--- src/design/wtas_pkg.sv ---
// Package of shared codes, types and tables for the workcell transport arm sequencer.
package wtas_pkg;

  localparam int STATION_BITS_DEFAULT = 8;
  localparam int TIMER_BITS_DEFAULT   = 24;
  localparam int CFG_INDEX_BITS       = 3;
  localparam int CFG_DATA_BITS        = 32;

  localparam int HOME_STATION_RESET   = 1;
  localparam int PICKUP_STATION_RESET = 2;
  localparam int UNLOAD_STATION_RESET = 3;
  localparam int TRAVEL_TIMEOUT_RESET = 120000;

  // Configuration register indexes.
  localparam logic [CFG_INDEX_BITS-1:0] CFG_HOME_STATION    = 3'd0;
  localparam logic [CFG_INDEX_BITS-1:0] CFG_PICKUP_STATION  = 3'd1;
  localparam logic [CFG_INDEX_BITS-1:0] CFG_UNLOAD_STATION  = 3'd2;
  localparam logic [CFG_INDEX_BITS-1:0] CFG_HOME_RESOLVED   = 3'd3;
  localparam logic [CFG_INDEX_BITS-1:0] CFG_PICKUP_RESOLVED = 3'd4;
  localparam logic [CFG_INDEX_BITS-1:0] CFG_UNLOAD_RESOLVED = 3'd5;
  localparam logic [CFG_INDEX_BITS-1:0] CFG_TRAVEL_TIMEOUT  = 3'd6;

  // Event opcodes.
  localparam logic [2:0] OP_START      = 3'd0;
  localparam logic [2:0] OP_STOP       = 3'd1;
  localparam logic [2:0] OP_MONITOR    = 3'd2;
  localparam logic [2:0] OP_ARM_DONE   = 3'd3;
  localparam logic [2:0] OP_ARM_ERROR  = 3'd4;
  localparam logic [2:0] OP_LINK_ERROR = 3'd5;
  localparam logic [2:0] OP_TICK       = 3'd6;

  // Phases of the cycle.
  localparam logic [3:0] PH_IDLE        = 4'd0;
  localparam logic [3:0] PH_CHECK       = 4'd1;
  localparam logic [3:0] PH_TO_PICKUP   = 4'd2;
  localparam logic [3:0] PH_PICKING     = 4'd3;
  localparam logic [3:0] PH_STOW_PICK   = 4'd4;
  localparam logic [3:0] PH_TO_UNLOAD   = 4'd5;
  localparam logic [3:0] PH_UNLOADING   = 4'd6;
  localparam logic [3:0] PH_STOW_UNLOAD = 4'd7;
  localparam logic [3:0] PH_RETURN_HOME = 4'd8;

  // Navigation status codes.
  localparam logic [7:0] NAV_MOVING_A = 8'd1;
  localparam logic [7:0] NAV_MOVING_B = 8'd2;
  localparam logic [7:0] NAV_ARRIVED  = 8'd4;
  localparam logic [7:0] NAV_FAIL     = 8'd5;
  localparam logic [7:0] NAV_TIMEOUT  = 8'd7;

  // Arm commands.
  localparam logic [2:0] ARM_NONE   = 3'd0;
  localparam logic [2:0] ARM_STOW   = 3'd1;
  localparam logic [2:0] ARM_PICK   = 3'd2;
  localparam logic [2:0] ARM_UNLOAD = 3'd3;
  localparam logic [2:0] ARM_STOP   = 3'd4;

  // Line status.
  localparam logic [2:0] LS_NONE     = 3'd0;
  localparam logic [2:0] LS_STARTED  = 3'd1;
  localparam logic [2:0] LS_STOPPED  = 3'd2;
  localparam logic [2:0] LS_FINISHED = 3'd3;
  localparam logic [2:0] LS_ERROR    = 3'd4;

  // Error causes.
  localparam logic [3:0] ERR_NONE           = 4'd0;
  localparam logic [3:0] ERR_NO_MONITOR     = 4'd1;
  localparam logic [3:0] ERR_NOT_HOME       = 4'd2;
  localparam logic [3:0] ERR_TRAVEL_TIMEOUT = 4'd6;
  localparam logic [3:0] ERR_LINK           = 4'd7;
  localparam logic [3:0] ERR_ARM            = 4'd8;

  typedef struct packed {
    logic [3:0] phase;
    logic       seen_moving;
    logic       monitor_seen;
    logic       timer_running;
  } ctrl_t;

  typedef struct packed {
    logic [3:0] phase;
    logic       step_valid;
    logic [2:0] step_index;
    logic       dispatch_valid;
    logic [2:0] arm_command;
    logic       halt_vehicle;
    logic [2:0] line_status;
    logic [3:0] error_cause;
  } res_t;

  // Flowchart node announced on entry to each phase from the pickup move to the return home.
  function automatic logic [2:0] step_of_phase(input logic [3:0] p);
    logic [2:0] s;
    begin
      case (p)
        PH_PICKING:     s = 3'd1;
        PH_STOW_PICK:   s = 3'd2;
        PH_TO_UNLOAD:   s = 3'd2;
        PH_UNLOADING:   s = 3'd3;
        PH_STOW_UNLOAD: s = 3'd4;
        PH_RETURN_HOME: s = 3'd4;
        default:        s = 3'd0;
      endcase
      return s;
    end
  endfunction

endpackage

--- src/design/wtas_step.sv ---
// Next-state and result logic for one event of the sequencer.
module wtas_step import wtas_pkg::*; #(
  parameter int STATION_BITS = STATION_BITS_DEFAULT,
  parameter int TIMER_BITS   = TIMER_BITS_DEFAULT
) (
  input  ctrl_t                   st,
  input  logic [STATION_BITS-1:0] expected,
  input  logic [STATION_BITS-1:0] last,
  input  logic [TIMER_BITS-1:0]   timer_left,
  input  logic [STATION_BITS-1:0] home_station,
  input  logic [STATION_BITS-1:0] pickup_station,
  input  logic [STATION_BITS-1:0] unload_station,
  input  logic [STATION_BITS-1:0] home_resolved,
  input  logic [STATION_BITS-1:0] pickup_resolved,
  input  logic [STATION_BITS-1:0] unload_resolved,
  input  logic [TIMER_BITS-1:0]   travel_timeout,
  input  logic [2:0]              opcode,
  input  logic [7:0]              nav_status,
  input  logic [STATION_BITS-1:0] nav_target,
  input  logic [STATION_BITS-1:0] current_station,
  output ctrl_t                   st_next,
  output logic [STATION_BITS-1:0] expected_next,
  output logic [STATION_BITS-1:0] last_next,
  output logic [TIMER_BITS-1:0]   timer_left_next,
  output res_t                    res,
  output logic [STATION_BITS-1:0] dispatch_target
);

  logic                  moving_phase;
  logic                  moving_seen;
  logic [TIMER_BITS-1:0] timer_dec;
  logic                  do_enter;
  logic [3:0]            enter_phase;

  assign moving_phase = st.phase inside {PH_TO_PICKUP, PH_TO_UNLOAD, PH_RETURN_HOME};
  assign moving_seen  = st.seen_moving || (nav_status inside {NAV_MOVING_A, NAV_MOVING_B});
  assign timer_dec    = (timer_left != '0) ? timer_left - TIMER_BITS'(1) : '0;

  always_comb begin
    st_next         = st;
    expected_next   = expected;
    last_next       = last;
    timer_left_next = timer_left;
    res             = '0;
    dispatch_target = '0;
    do_enter        = 1'b0;
    enter_phase     = PH_IDLE;

    case (opcode)
      OP_START: begin
        if (st.phase == PH_IDLE) begin
          res.line_status = LS_STARTED;
          do_enter        = 1'b1;
          enter_phase     = PH_CHECK;
        end
      end
      OP_STOP: begin
        if (st.phase != PH_IDLE) begin
          st_next.timer_running = 1'b0;
          st_next.phase         = PH_IDLE;
          res.halt_vehicle      = 1'b1;
          res.arm_command       = ARM_STOP;
          res.line_status       = LS_STOPPED;
        end
      end
      OP_MONITOR: begin
        last_next            = current_station;
        st_next.monitor_seen = 1'b1;
        if (moving_phase) begin
          st_next.seen_moving = moving_seen;
          if (moving_seen) begin
            if (nav_status == NAV_ARRIVED && nav_target == expected &&
                current_station == expected) begin
              st_next.timer_running = 1'b0;
              if (st.phase == PH_TO_PICKUP) begin
                do_enter    = 1'b1;
                enter_phase = PH_PICKING;
              end else if (st.phase == PH_TO_UNLOAD) begin
                do_enter    = 1'b1;
                enter_phase = PH_UNLOADING;
              end else begin
                st_next.phase   = PH_IDLE;
                res.line_status = LS_FINISHED;
              end
            end else if (nav_status inside {[NAV_FAIL:NAV_TIMEOUT]}) begin
              // Fail, cancel and timeout map onto causes three to five.
              st_next.timer_running = 1'b0;
              st_next.phase         = PH_IDLE;
              res.halt_vehicle      = 1'b1;
              res.arm_command       = ARM_STOP;
              res.line_status       = LS_ERROR;
              res.error_cause       = nav_status[3:0] - 4'd2;
            end
          end
        end
      end
      OP_ARM_DONE: begin
        case (st.phase)
          PH_CHECK: begin
            do_enter    = 1'b1;
            enter_phase = PH_TO_PICKUP;
          end
          PH_PICKING: begin
            do_enter    = 1'b1;
            enter_phase = PH_STOW_PICK;
          end
          PH_STOW_PICK: begin
            do_enter    = 1'b1;
            enter_phase = PH_TO_UNLOAD;
          end
          PH_UNLOADING: begin
            do_enter    = 1'b1;
            enter_phase = PH_STOW_UNLOAD;
          end
          PH_STOW_UNLOAD: begin
            do_enter    = 1'b1;
            enter_phase = PH_RETURN_HOME;
          end
          default: begin
          end
        endcase
      end
      OP_ARM_ERROR: begin
        if (st.phase != PH_IDLE) begin
          st_next.timer_running = 1'b0;
          st_next.phase         = PH_IDLE;
          res.halt_vehicle      = 1'b1;
          res.arm_command       = ARM_STOP;
          res.line_status       = LS_ERROR;
          res.error_cause       = ERR_ARM;
        end
      end
      OP_LINK_ERROR: begin
        if (moving_phase) begin
          st_next.timer_running = 1'b0;
          st_next.phase         = PH_IDLE;
          res.halt_vehicle      = 1'b1;
          res.arm_command       = ARM_STOP;
          res.line_status       = LS_ERROR;
          res.error_cause       = ERR_LINK;
        end
      end
      OP_TICK: begin
        if (st.timer_running) begin
          timer_left_next = timer_dec;
          if (timer_dec == '0) begin
            st_next.timer_running = 1'b0;
            st_next.phase         = PH_IDLE;
            res.halt_vehicle      = 1'b1;
            res.arm_command       = ARM_STOP;
            res.line_status       = LS_ERROR;
            res.error_cause       = ERR_TRAVEL_TIMEOUT;
          end
        end
      end
      default: begin
      end
    endcase

    if (do_enter) begin
      st_next.phase = enter_phase;
      if (enter_phase inside {[PH_TO_PICKUP:PH_RETURN_HOME]}) begin
        res.step_valid = 1'b1;
        res.step_index = step_of_phase(enter_phase);
      end
      case (enter_phase)
        PH_CHECK: begin
          if (!st.monitor_seen || last != home_resolved) begin
            st_next.timer_running = 1'b0;
            st_next.phase         = PH_IDLE;
            res.halt_vehicle      = 1'b1;
            res.arm_command       = ARM_STOP;
            res.line_status       = LS_ERROR;
            res.error_cause       = !st.monitor_seen ? ERR_NO_MONITOR : ERR_NOT_HOME;
          end else begin
            res.arm_command = ARM_STOW;
          end
        end
        PH_TO_PICKUP, PH_TO_UNLOAD, PH_RETURN_HOME: begin
          st_next.seen_moving   = 1'b0;
          st_next.timer_running = 1'b1;
          timer_left_next       = travel_timeout;
          res.dispatch_valid    = 1'b1;
          if (enter_phase == PH_TO_PICKUP) begin
            expected_next   = pickup_resolved;
            dispatch_target = pickup_station;
          end else if (enter_phase == PH_TO_UNLOAD) begin
            expected_next   = unload_resolved;
            dispatch_target = unload_station;
          end else begin
            expected_next   = home_resolved;
            dispatch_target = home_station;
          end
        end
        PH_PICKING:     res.arm_command = ARM_PICK;
        PH_UNLOADING:   res.arm_command = ARM_UNLOAD;
        PH_STOW_PICK,
        PH_STOW_UNLOAD: res.arm_command = ARM_STOW;
        default: begin
        end
      endcase
    end

    res.phase = st_next.phase;
  end

endmodule
--- config.mk ---
export PLATFORM = sky130hd
export DESIGN_NAME = wtas_step
export DESIGN_NICKNAME = d
export VERILOG_FILES = /design/src/design/wtas_pkg.sv /design/src/design/wtas_step.sv
export SDC_FILE = /design/constraint.sdc
export NUM_CORES = 1
export LEC_CHECK = 0
export ABC_AREA = 1
export ABC_CLOCK_PERIOD_IN_PS = 3200
export BUFFER_PORTS_ARGS = -buffer_cell sky130_fd_sc_hd__buf_2
export CAP_MARGIN = 40
export CORE_ASPECT_RATIO = 0.7
export CORE_UTILIZATION = 40
export DETAILED_ROUTE_END_ITERATION = 12
export PLACE_DENSITY_LB_ADDON = 0.25
export SETUP_SLACK_MARGIN = 0.5
export SLEW_MARGIN = 20
export SYNTH_ARGS = -nofsm -noshare
export SYNTH_HDL_FRONTEND = slang
export SYNTH_SLANG_ARGS = --single-unit
export TNS_END_PERCENT = 10
--- constraint.sdc ---
create_clock -name vclk -period 3.2
set_input_delay 0.64 -clock vclk [all_inputs]
set_output_delay 0.64 -clock vclk [all_outputs]
set_load 0.05 [all_outputs]
==> results.md, run 1 <==
- CP Data Arrival Time: about 2.8 ns
- Remaining Overflow, GRT: 0
- DP Wirelength: roughly 13000 µm
- Worst Path Required: approximately 2.6 ns
- CP Cell Sequence: buf_2, buf_4, nor2_4, nand2_1, nor2_2, buf_6, buf_4, xor2_1, nand2_1, and2_4, nand3_2, nor2_4, nand4_1, nand2_1, nor2_2, nand3_1, buf_6
- Max cap viols: 0
- Crit Path Category: input port to output pin
- Initial antenna violation count: 3
- Nets@finish: between 1000 and 1500
- Setup violators final: 49
- Remaining DRCs: 0
- Synth cell types: 35
- All-Layer GR Usage: about two fifths
- Die Span Y: around 77 µm
- Failing checks: negative setup slack
- Pin count of the biggest net entering global routing: 45
- Core Region: approximately 7500 µm²
- CP Capture Type: output pin
- Slowest stage delay, CP: 0.19 ns
- Commonest non-fill, non-tap cell in the layout: nand2_1
- Routed via count: 6493
- Synth area leader: nand2_1
- Slowest-stage cell, CP: xor2_1
- RSZ-0062 raised after global routing: yes
- Boundary Pins: about 220
- Hold Crit Class: input port to output pin
- Min Tclk post-route: about 3.5 ns
- Drt initial violations: between 800 and 900
- Sequential cell count: 0
- Pwr/cell area: 140 nW/µm²
- Initial Utilization: a little over two fifths
- Cell area after synthesis: 3200 µm²
- Worst-path maximum fanout: 4
- Largest cells by area after synthesis: nand2_1, nand3_1, nor2_1, inv_1, o211ai_1
- Commonest non-fill, non-tap cells in the layout: nand2_1, buf_2, buf_4
- Number of buffers added on ports: between 200 and 250
- GP Congestion: 0.950
- Hold Vio Cnt, Final: 0
- Vias in the first global route: a little over 6000
- Post-route clock period utilization: 108%
- Clock buffers: 0
- PnR worst setup slack: -0.269 ns
- DR pass1 iterations: 7
- Max Freq: 0.288 GHz
- Max-slew violations: 0
- Bufs and invs on worst path: 5
- Syn. warnings: 0
- Detail Route Antenna Nets: 0
- Synth top area share: slightly below 30%
- Crit. path cell count: 17
- CP endpoint: res[7]
- Syn Nets: between 800 and 900
- Vias per Instance: between 5 and 6
- Die Wd: about 110 µm
- Syn avg cell area: around 4.7 µm²
- Seq/Total Area, Yosys: 0%
- Worst vdd ir: 146 µV
- Cells after synthesis: between 600 and 700
- Hold-fix buffers, CTS: 0
- Area Growth Syn to Fin: 106%
- Crit-path most repeated cell: nand2_1
- Crit path from: timer_left[6]
- Rel. slew slack: between 60 and 70%
- Outcome: complete, but fails checks
- Share of layout cells above drive strength 1: a little over half
- Mean routed wirelength per cell: 18.1 µm
- Worst Tran Pin Value: roughly 0.46 ns
- Final WL: roughly 20000 µm
- Cell family with most CP delay: simple AND/OR/NAND/NOR gates
- Die Area: between 8000 and 9000 µm²
- First-pass GRT wire length: about 28000 µm
- WHS: 1.61 ns
- Leakage: 3.48 nW
- Worst setup SP type: input port
- Cell Rows: 26
- Final Power: just over 0.0009 W
- Register area: 0 µm²
==> kinds of logic after synthesis <==
family,synth area share (%)
xor gates and xnor gates,6.03
AOI/OAI and AO/OA,10.4
buffers and inverters,14.3
and+or+nand+nor,68.5
adders and majority gates,0.782
==> tightest hold or removal path: stages <==
cell,delay [ns]
buf_2,0.07
nand2_1,0.05
nand2_2,0.06
buf_8,0.14
==> metrics by stage <==
step | worst slack, ns | utilization [%] | area, µm² | setup TNS [ns] | cells
6_report | -0.269 | 87.8 | 6600 | -4.63 | 1109
5_1_grt | -0.357 | 87.8 | 6600 | -12.00 | 1109
4_1_cts | -0.0828 | 84.6 | 6350 | -0.737 | 1103
3_5_place_dp | -0.329 | 72.5 | 5450 | -13.39 | 1090
3_3_place_gp | -0.212 | 72.5 | 5450 | -8.64 | 1090
2_1_floorplan | 0.0625 | - | 3470 | 0 | 680
==> repair_timing <==
item                                    4_1_cts  5_1_grt
pin swaps                                    57       35
resized for setup                           234       65
cloned                                        1        0
setup buffers                                12        3
endpoints found under the setup margin       65       65
==> how the worst min path moves through the flow <==
stage,startpoint,to,slack (ns),cells past startpoint
after floorplan,st[6],res[19],1.48,2
after global placement,travel_timeout[17],timer_left_next[17],1.68,4
after detailed placement,travel_timeout[14],timer_left_next[14],1.68,4
after CTS,travel_timeout[5],timer_left_next[5],1.61,4
after global routing,travel_timeout[12],timer_left_next[12],1.63,4
final,travel_timeout[18],timer_left_next[18],1.61,4
==> synth_stat cells, types with 2 or more instances <==
cell type and count:
clkinv_1 2, ha_1 2, xnor2_1 7, buf_6 3, buf_2 8, nor3_1 8, clkbuf_1 11, buf_4 6
nand2_1 254, nand3b_1 3, nand2_2 5, inv_1 75, xor2_1 15, nor4_1 2, o21ai_0 16, nor2_2 9
nor2_1 93, nand4_1 19, nand3_4 2, or2_2 12, o211ai_1 24, inv_2 2, o21ai_1 2, a21oi_1 5
a31oi_1 2, nand2b_1 2, nand3_1 79, nor2_4 5
==> final cells by class <==
class | count | area, µm²
Multi-Input combinational cell | 573 | 3310
Timing Repair Buffer | 356 | 2820
Fill cell | 417 | 915
Inverter | 79 | 343
Tap cell | 98 | 123
Antenna cell | 3 | 7.51
==> report_power, final <==
| part | switching, W | internal [W] | total (W) |
|---|---|---|---|
| sequential | 0 | 0 | 0 |
| combinational | 0.000553 | 0.000371 | 0.000925 |
| clock | 0 | 0.000000000126 | 0.000000000126 |
==> layer usage <==
layer | part of all wire, % | up-vias | track usage (%)
met5 | 0 | - | 0
met4 | 7.8 | 0 | 20.7
met3 | 12 | 187 | 6.29
met2 | 45 | 587 | 70.2
met1 | 36 | 2892 | 50.1
li1 | - | 2827 | -
(Power assumes the default switching activity.)
==> inputs of run 2 (changes only) <==
--- a/config.mk
+++ b/config.mk
@@ -12,4 +12,6 @@
 export CORE_ASPECT_RATIO = 0.7
+export CORE_MARGIN = 3
 export CORE_UTILIZATION = 40
 export DETAILED_ROUTE_END_ITERATION = 12
+export GPL_TIMING_DRIVEN = 0
 export PLACE_DENSITY_LB_ADDON = 0.25
==> constraint.sdc (replaced) <==
create_clock -name vclk -period 3.2
set_input_delay 0.32 -clock vclk [all_inputs]
set_output_delay 0.32 -clock vclk [all_outputs]
set_load 0.05 [all_outputs]
==> run 2 against run 1 <==
The run now ends clean. Via count is 17% lower. Highest routed layer unchanged. Critical path depth grew 3. Fmax is 21% higher. Setup slack improved by 0.61 ns. Final cell count is 7.8% lower. Worst hold slack worse by 0.62 ns.
==> results.md, run 2 (synthesized netlist as in run 1, its figures left out) <==
- Final TNS setup: 0 ns (+4.63 ns)
- Max cap viols: 0 (unchanged)
- Clock buffers: 0 (unchanged)
- Hold Vio Cnt, Final: 0 (unchanged)
- Commonest non-fill, non-tap cells in the layout: nand2_1, buf_2, inv_1
- ANT cells: 0 (-3)
- Post-route clock period utilization: 89.4% (-19 points)
- DR pass1 iterations: 5 (-2)
- Min Tclk post-route: 2.86 ns (-0.607 ns)
- CP Capture Type: output pin
- Vias in the first global route: 4619 (-23%)
- Initial antenna violation count: 0 (-3)
- Initial Utilization: 42.6% (unchanged)
- Wire length on met3: 1620 µm (-31%)
- Max-slew violations: 0 (unchanged)
- Power share of the clock group: 0% (unchanged)
- Hold-fix buffers, CTS: 0 (unchanged)
- Fillers: 707 (+70%)
- First-pass GRT wire length: 22100 µm (-21%)
- Setup violators final: 0 (-100%)
- Die Span Y: 80.8 µm (+5.2%)
- Mean routed wirelength per cell: 14.8 µm (-18%)
- Routed via count: 5409 (-17%)
- Hold Crit Class: input port to output pin
- Worst Path Required: 2.88 ns (+0.32 ns)
- Share of layout cells above drive strength 1: 40.8% (-12 points)
- Number of buffers added on ports: 220 (-0.45%)
- Commonest non-fill, non-tap cell in the layout: nand2_1
- Leakage: 2.97 nW (-15%)
- Crit Path Category: input port to output pin
- RSZ-0062 raised after global routing: yes
- Remaining DRCs: 0 (unchanged)
- Worst-path maximum fanout: 7 (+3)
- Drt initial violations: 524 (-37%)
- Die Wd: 113 µm (+3.7%)
- Remaining Overflow, GRT: 0 (unchanged)
- Met2 routed wirelength: 6800 µm (-25%)
- Max Freq: 0.349 GHz (+21%)
- Boundary Pins: 221 (unchanged)
- Pin count of the biggest net entering global routing: 11 (-76%)
- GP Congestion: 0.979 (+3.0%)
- Logic pwr share: 100.0% (about the same)
- All-Layer GR Usage: 29.1% (-12 points)
- Nets@finish: 1075 (-7.2%)
- Worst setup SP type: input port
- Internal Power: 0.000255 W (-31%)
- Pwr/cell area: 137 nW/µm² (-2.6%)
- DP Wirelength: 11500 µm (-9.0%)
- Rel. slew slack: 60.3% (-8.7 points)
- Vias per Instance: 5.29 (-9.7%)
- Worst vdd ir: 129 µV (-12%)
- Register area: 0 µm² (unchanged)
- Final WL: 15100 µm (-25%)
- Area Growth Syn to Fin: 66.7%
- Die Area: 9120 µm² (+9.1%)
- Worst Tran Pin Value: 0.589 ns (+0.129 ns)
- DRT met1 WL: 6410 µm (-10%)
- Core Region: 7510 µm² (unchanged)
- Outcome: finished, final reports clean
- Flop pwr share: 0% (unchanged)
- P_sw: 0.000473 W (-15%)
- Max Used Layer: met4
- Detail Route Antenna Nets: 0 (unchanged)
- CP Data Arrival Time: 2.54 ns (-0.29 ns)
- Sequential cell count: 0 (unchanged)
- Final Power: 0.000728 W (-21%)
- Switch share: 65.0% (+5.1 points)
- Cell Rows: 26 (unchanged)
-- run 2: final cells by class --
| cell class | instances | area [µm²] | area share [%] |
|---|---|---|---|
| Tap cell | 98 | 123 | 2.30 |
| Inverter | 79 | 323 | 6.05 |
| Multi-Input combinational cell | 573 | 3170 | 59.4 |
| Buffer | 28 | 209 | 3.92 |
| Timing Repair Buffer | 245 | 1510 | 28.3 |
-- run 2: path summary, 6_finish.rpt --
| check | cells after the start | to | from | slack [ns] |
|---|---|---|---|---|
| setup / recovery | 20 | st_next[3] | timer_left[9] | 0.34 |
| hold / removal | 4 | timer_left_next[10] | travel_timeout[10] | 0.99 |
-- run 2: per-layer routing --
metal	GRT usage, %	up-vias
met4	3.84	0
met1	42.2	2397
met2	47.2	316
met5	0	-
met3	3.80	28
li1	-	2668
-- run 2: power by group through the flow --
stage	registers [W]	clock network, W	logic [W]
final	0	0	0.000728
after global routing	0	0	0.000777
after CTS	0	0	0.000670
after detailed placement	0	0	0.000619
after global placement	0	0	0.000616
after floorplan	0	0	0.000407
-- run 2: timing repair --
| action | CTS | global route |
|---|---|---|
| pin swaps | 20 | 35 |
| setup endpoints to repair | 58 | 58 |
| setup buffers | 14 | 9 |
| gates cloned | 1 | 1 |
| endpoints found under the hold margin | 0 | 0 |
| gates resized for setup | 90 | 102 |
-- run 2: worst max-delay path, stage by stage --
cell,delay (ns)
buf_2,0.13
nor2_4,0.15
nand2_2,0.11
nor2_4,0.16
nand3_4,0.20
buf_6,0.19
nand3_1,0.09
nand2_1,0.09
nor2_2,0.11
nand2_2,0.09
nor2_4,0.13
nand3_2,0.09
nand2_2,0.10
nand2_2,0.08
nand2_2,0.07
nand2_1,0.04
nand2_1,0.06
nand2_2,0.06
buf_6,0.12
buf_8,0.14
-- run 2: metrics by stage --
stage / hold slack [ns] / util (%) / instance area, µm² / instances / worst slack (ns)
after floorplan: 0.903 / - / 3230 / 680 / 0.288
after global placement: 1.03 / 59.2 / 4450 / 998 / 0.0258
after detailed placement: 1.03 / 59.2 / 4450 / 998 / -0.0127
after CTS: 0.999 / 65.1 / 4890 / 1013 / 0.442
after global routing: 1.02 / 71.0 / 5330 / 1023 / 0.216
final: 0.995 / 71.0 / 5330 / 1023 / 0.338
==> inputs of run 3 (changes only) <==
--- a/config.mk
+++ b/config.mk
@@ -7,3 +7,2 @@
 export LEC_CHECK = 0
-export ABC_AREA = 1
 export ABC_CLOCK_PERIOD_IN_PS = 3200
@@ -13,3 +12,3 @@
 export CORE_MARGIN = 3
-export CORE_UTILIZATION = 40
+export CORE_UTILIZATION = 38
 export DETAILED_ROUTE_END_ITERATION = 12
==> constraint.sdc (replaced) <==
create_clock -name vclk -period 3.2
set_input_delay 0.32 -clock vclk [all_inputs]
set_output_delay 0.32 -clock vclk [all_outputs]
set_load 0.1 [all_outputs]
==> run 3 against run 2 <==
The flow now finishes with violations (negative setup slack). Worst hold slack improved by 0.034 ns. Sequential share of layout area unchanged. Die area decreased by 5.9%. Critical endpoint is now expected_next[3]. Largest cell class unchanged. Largest power group unchanged. Highest routed layer unchanged.
==> results.md, run 3 <==
- Final core utilization: 75.1% (+4.1 points)
- Commonest non-fill, non-tap cell in the layout: buf_2
- Cell Rows: 25 (-3.8%)
- Outcome: complete, but fails checks
- Worst vdd ir: 146 µV (+14%)
- Crit-path most repeated cell: buf_6
- Setup violators final: 47 (+47)
- Area used by multi-input combinational logic: 2920 µm² (-7.8%)
- CP Cell Sequence: buf_6, nor4_4, o2111ai_2, or4_4, or4b_4, a211oi_4, buf_6, buf_6, and2_4, buf_8, buf_8, o211ai_1, buf_6
- Slowest-stage cell, CP: or4b_4
- Slowest stage delay, CP: 0.57 ns (+0.37 ns)
- Worst Path Required: 2.88 ns (about the same)
- Cell area after synthesis: 2850 µm² (-11%)
- Core Region: 7010 µm² (-6.8%)
- DR pass1 iterations: 6 (+1)
- First-pass GRT wire length: 22900 µm (+3.7%)
- Logic pwr share: 100.0% (about the same)
- Leakage: 2.37 nW (-20%)
- Max cap viols: 0 (unchanged)
- Worst Tran Pin Value: 0.882 ns (+0.293 ns)
- Syn avg cell area: 6.07 µm² (+29%)
- GP Congestion: 0.968 (-1.1%)
- Initial antenna violation count: 0 (unchanged)
- Design area: 5260 µm² (-1.4%)
- Pwr/cell area: 172 nW/µm² (+26%)
- Register area: 0 µm² (unchanged)
- Hold Crit Class: input port to output pin
- Remaining DRCs: 0 (unchanged)
- Remaining Overflow, GRT: 0 (unchanged)
- Detail Route Antenna Nets: 0 (unchanged)
- Syn Nets: 617 (-25%)
- Crit Path Category: input port to output pin
- Hold-fix buffers, CTS: 0 (unchanged)
- Seq/Total Area, Yosys: 0% (unchanged)
- ANT cells: 0 (unchanged)
- Final Power: 0.000907 W (+25%)
- Mean routed wirelength per cell: 19.3 µm (+31%)
- P_sw: 0.000627 W (+33%)
- Vias in the first global route: 4570 (-1.1%)
- Synth cell types: 64 (+83%)
- Final WL: 15400 µm (+1.9%)
- Cells after synthesis: 469 (-31%)
- Pin count of the biggest net entering global routing: 11 (unchanged)
- Hold Vio Cnt, Final: 0 (unchanged)
- Die Area: 8590 µm² (-5.9%)
- Largest cells by area after synthesis: nand2_1, o21ai_0, nand3_1, nor2_1, nor3_1
- Count leader, synth: nand2_1
- Min Tclk post-route: 3.54 ns (+0.682 ns)
- Dpl cell area: 4100 µm² (-8.0%)
- Nets@finish: 854 (-21%)
- Flop pwr share: 0% (unchanged)
- CP endpoint: expected_next[3]
- Internal Power: 0.000280 W (+9.8%)
- DP Wirelength: 11300 µm (-1.7%)
- Routed via count: 4974 (-8.0%)
- HP Start: travel_timeout[19]
- Clock buffers: 0 (unchanged)
- Max Freq: 0.282 GHz (-19%)
- Number of buffers added on ports: 211 (-4.1%)
- Sequential cell count: 0 (unchanged)
- Commonest non-fill, non-tap cells in the layout: buf_2, nand2_1, buf_6
- Power share of the clock group: 0% (unchanged)
- Boundary Pins: 221 (unchanged)
- Post-route clock period utilization: 111% (+21 points)
- RSZ-0062 raised after global routing: yes
- Worst-path maximum fanout: 5 (-2)
- Synth top area share: 9.36% (-20 points)
- Switch share: 69.1% (+4.2 points)
- Rel. slew slack: 40.7% (-20 points)
- Failing checks: negative setup slack
- Share of layout cells above drive strength 1: 45.3% (+4.6 points)
- Die Span Y: 78.4 µm (-2.9%)
- Vias per Instance: 6.23 (+18%)
- PnR worst setup slack: -0.344 ns (-0.682 ns)
- Initial Utilization: 40.6% (-1.9 points)
- Synth area leader: nand2_1
- All-Layer GR Usage: 32.8% (+3.7 points)
- Area Growth Syn to Fin: 84.7%
- Die Wd: 109 µm (-3.0%)
- Post-synth top cells: nand2_1, o21ai_0, nor2_1
- Syn. warnings: 0 (unchanged)
- Max-slew violations: 0 (unchanged)
- Drt initial violations: 420 (-20%)
- Crit path from: nav_status[4]
- CP Capture Type: output pin
- CP Data Arrival Time: 3.22 ns (+0.68 ns)
- Worst setup SP type: input port
- Fillers: 547 (-23%)
## run 3: cell count changes after synthesis, sizes merged, moves of 15 or more
cell / change
nand3: -55
nand2: -189
inv: -61
nor3: +15
o211ai: -15
mux2: +17
o21ai: +20
clkbuf: +17
nor4: +17
nor2: -74
## run 3: power by group through the flow
stage	logic [W]	clock network, W	registers, W
global route	0.000946	0	0
detailed placement	0.000761	0	0
finish	0.000907	0	0
global placement	0.000756	0	0
CTS	0.000880	0	0
floorplan	0.000562	0	0
## run 3: through the flow
stage	setup TNS, ns	hold WS (ns)	setup WS (ns)	instances
after floorplan	-56.46	0.919	-1.66	469
after global placement	-39.86	1.12	-0.942	774
after detailed placement	-38.75	1.12	-0.925	776
after CTS	-9.81	1.03	-0.352	790
after global routing	-16.47	1.05	-0.460	798
final	-11.41	1.03	-0.344	798
## run 3: logic make-up after synthesis
logic type      after synthesis  synth area share, %
fa+ha+maj                     2                0.879
mux                          19                 7.43
xor+xnor                     12                 3.69
buf+inv                      54                 8.52
simple gates                243                 45.8
compound gates              139                 33.7
## run 3: critical path, delay by kind of cell
kind,cells,cell delay [ns]
AOI/OAI and AO/OA,3,0.52
and+or+nand+nor,4,1.53
buffers and inverters,6,0.84
## run 3: how the worst min path moves through the flow
stage                           to  depth (start not counted)
2_1_floorplan   timer_left_next[2]                          2
3_3_place_gp          last_next[5]                          4
3_5_place_dp          last_next[3]                          4
4_1_cts        timer_left_next[19]                          3
5_1_grt        timer_left_next[19]                          3
6_report       timer_left_next[19]                          3
## run 3: final cells by class
| cell class | instances | share of cell area, % |
|---|---|---|
| multi-input cells | 416 | 55.6 |
| repair buffers | 234 | 36.6 |
| plain buffers | 38 | 4.43 |
| well taps | 94 | 2.24 |
| inverters | 16 | 1.19 |
## run 3: timing repair
item,4_1_cts,5_1_grt
buffers inserted,12,6
setup endpoints to repair,63,72
hold endpoints to repair,0,0
cloned,2,2
gates resized for setup,228,31
pin swaps,21,7
## run 3: layer usage
layer  global-route usage, %  vias to the layer above  wire (µm)
met5                       0                        -          0
met4                    6.23                        0        325
met3                    4.52                       38       1830
met2                    51.3                      366       6950
met1                    47.8                     2306       6300
li1                        -                     2264          -
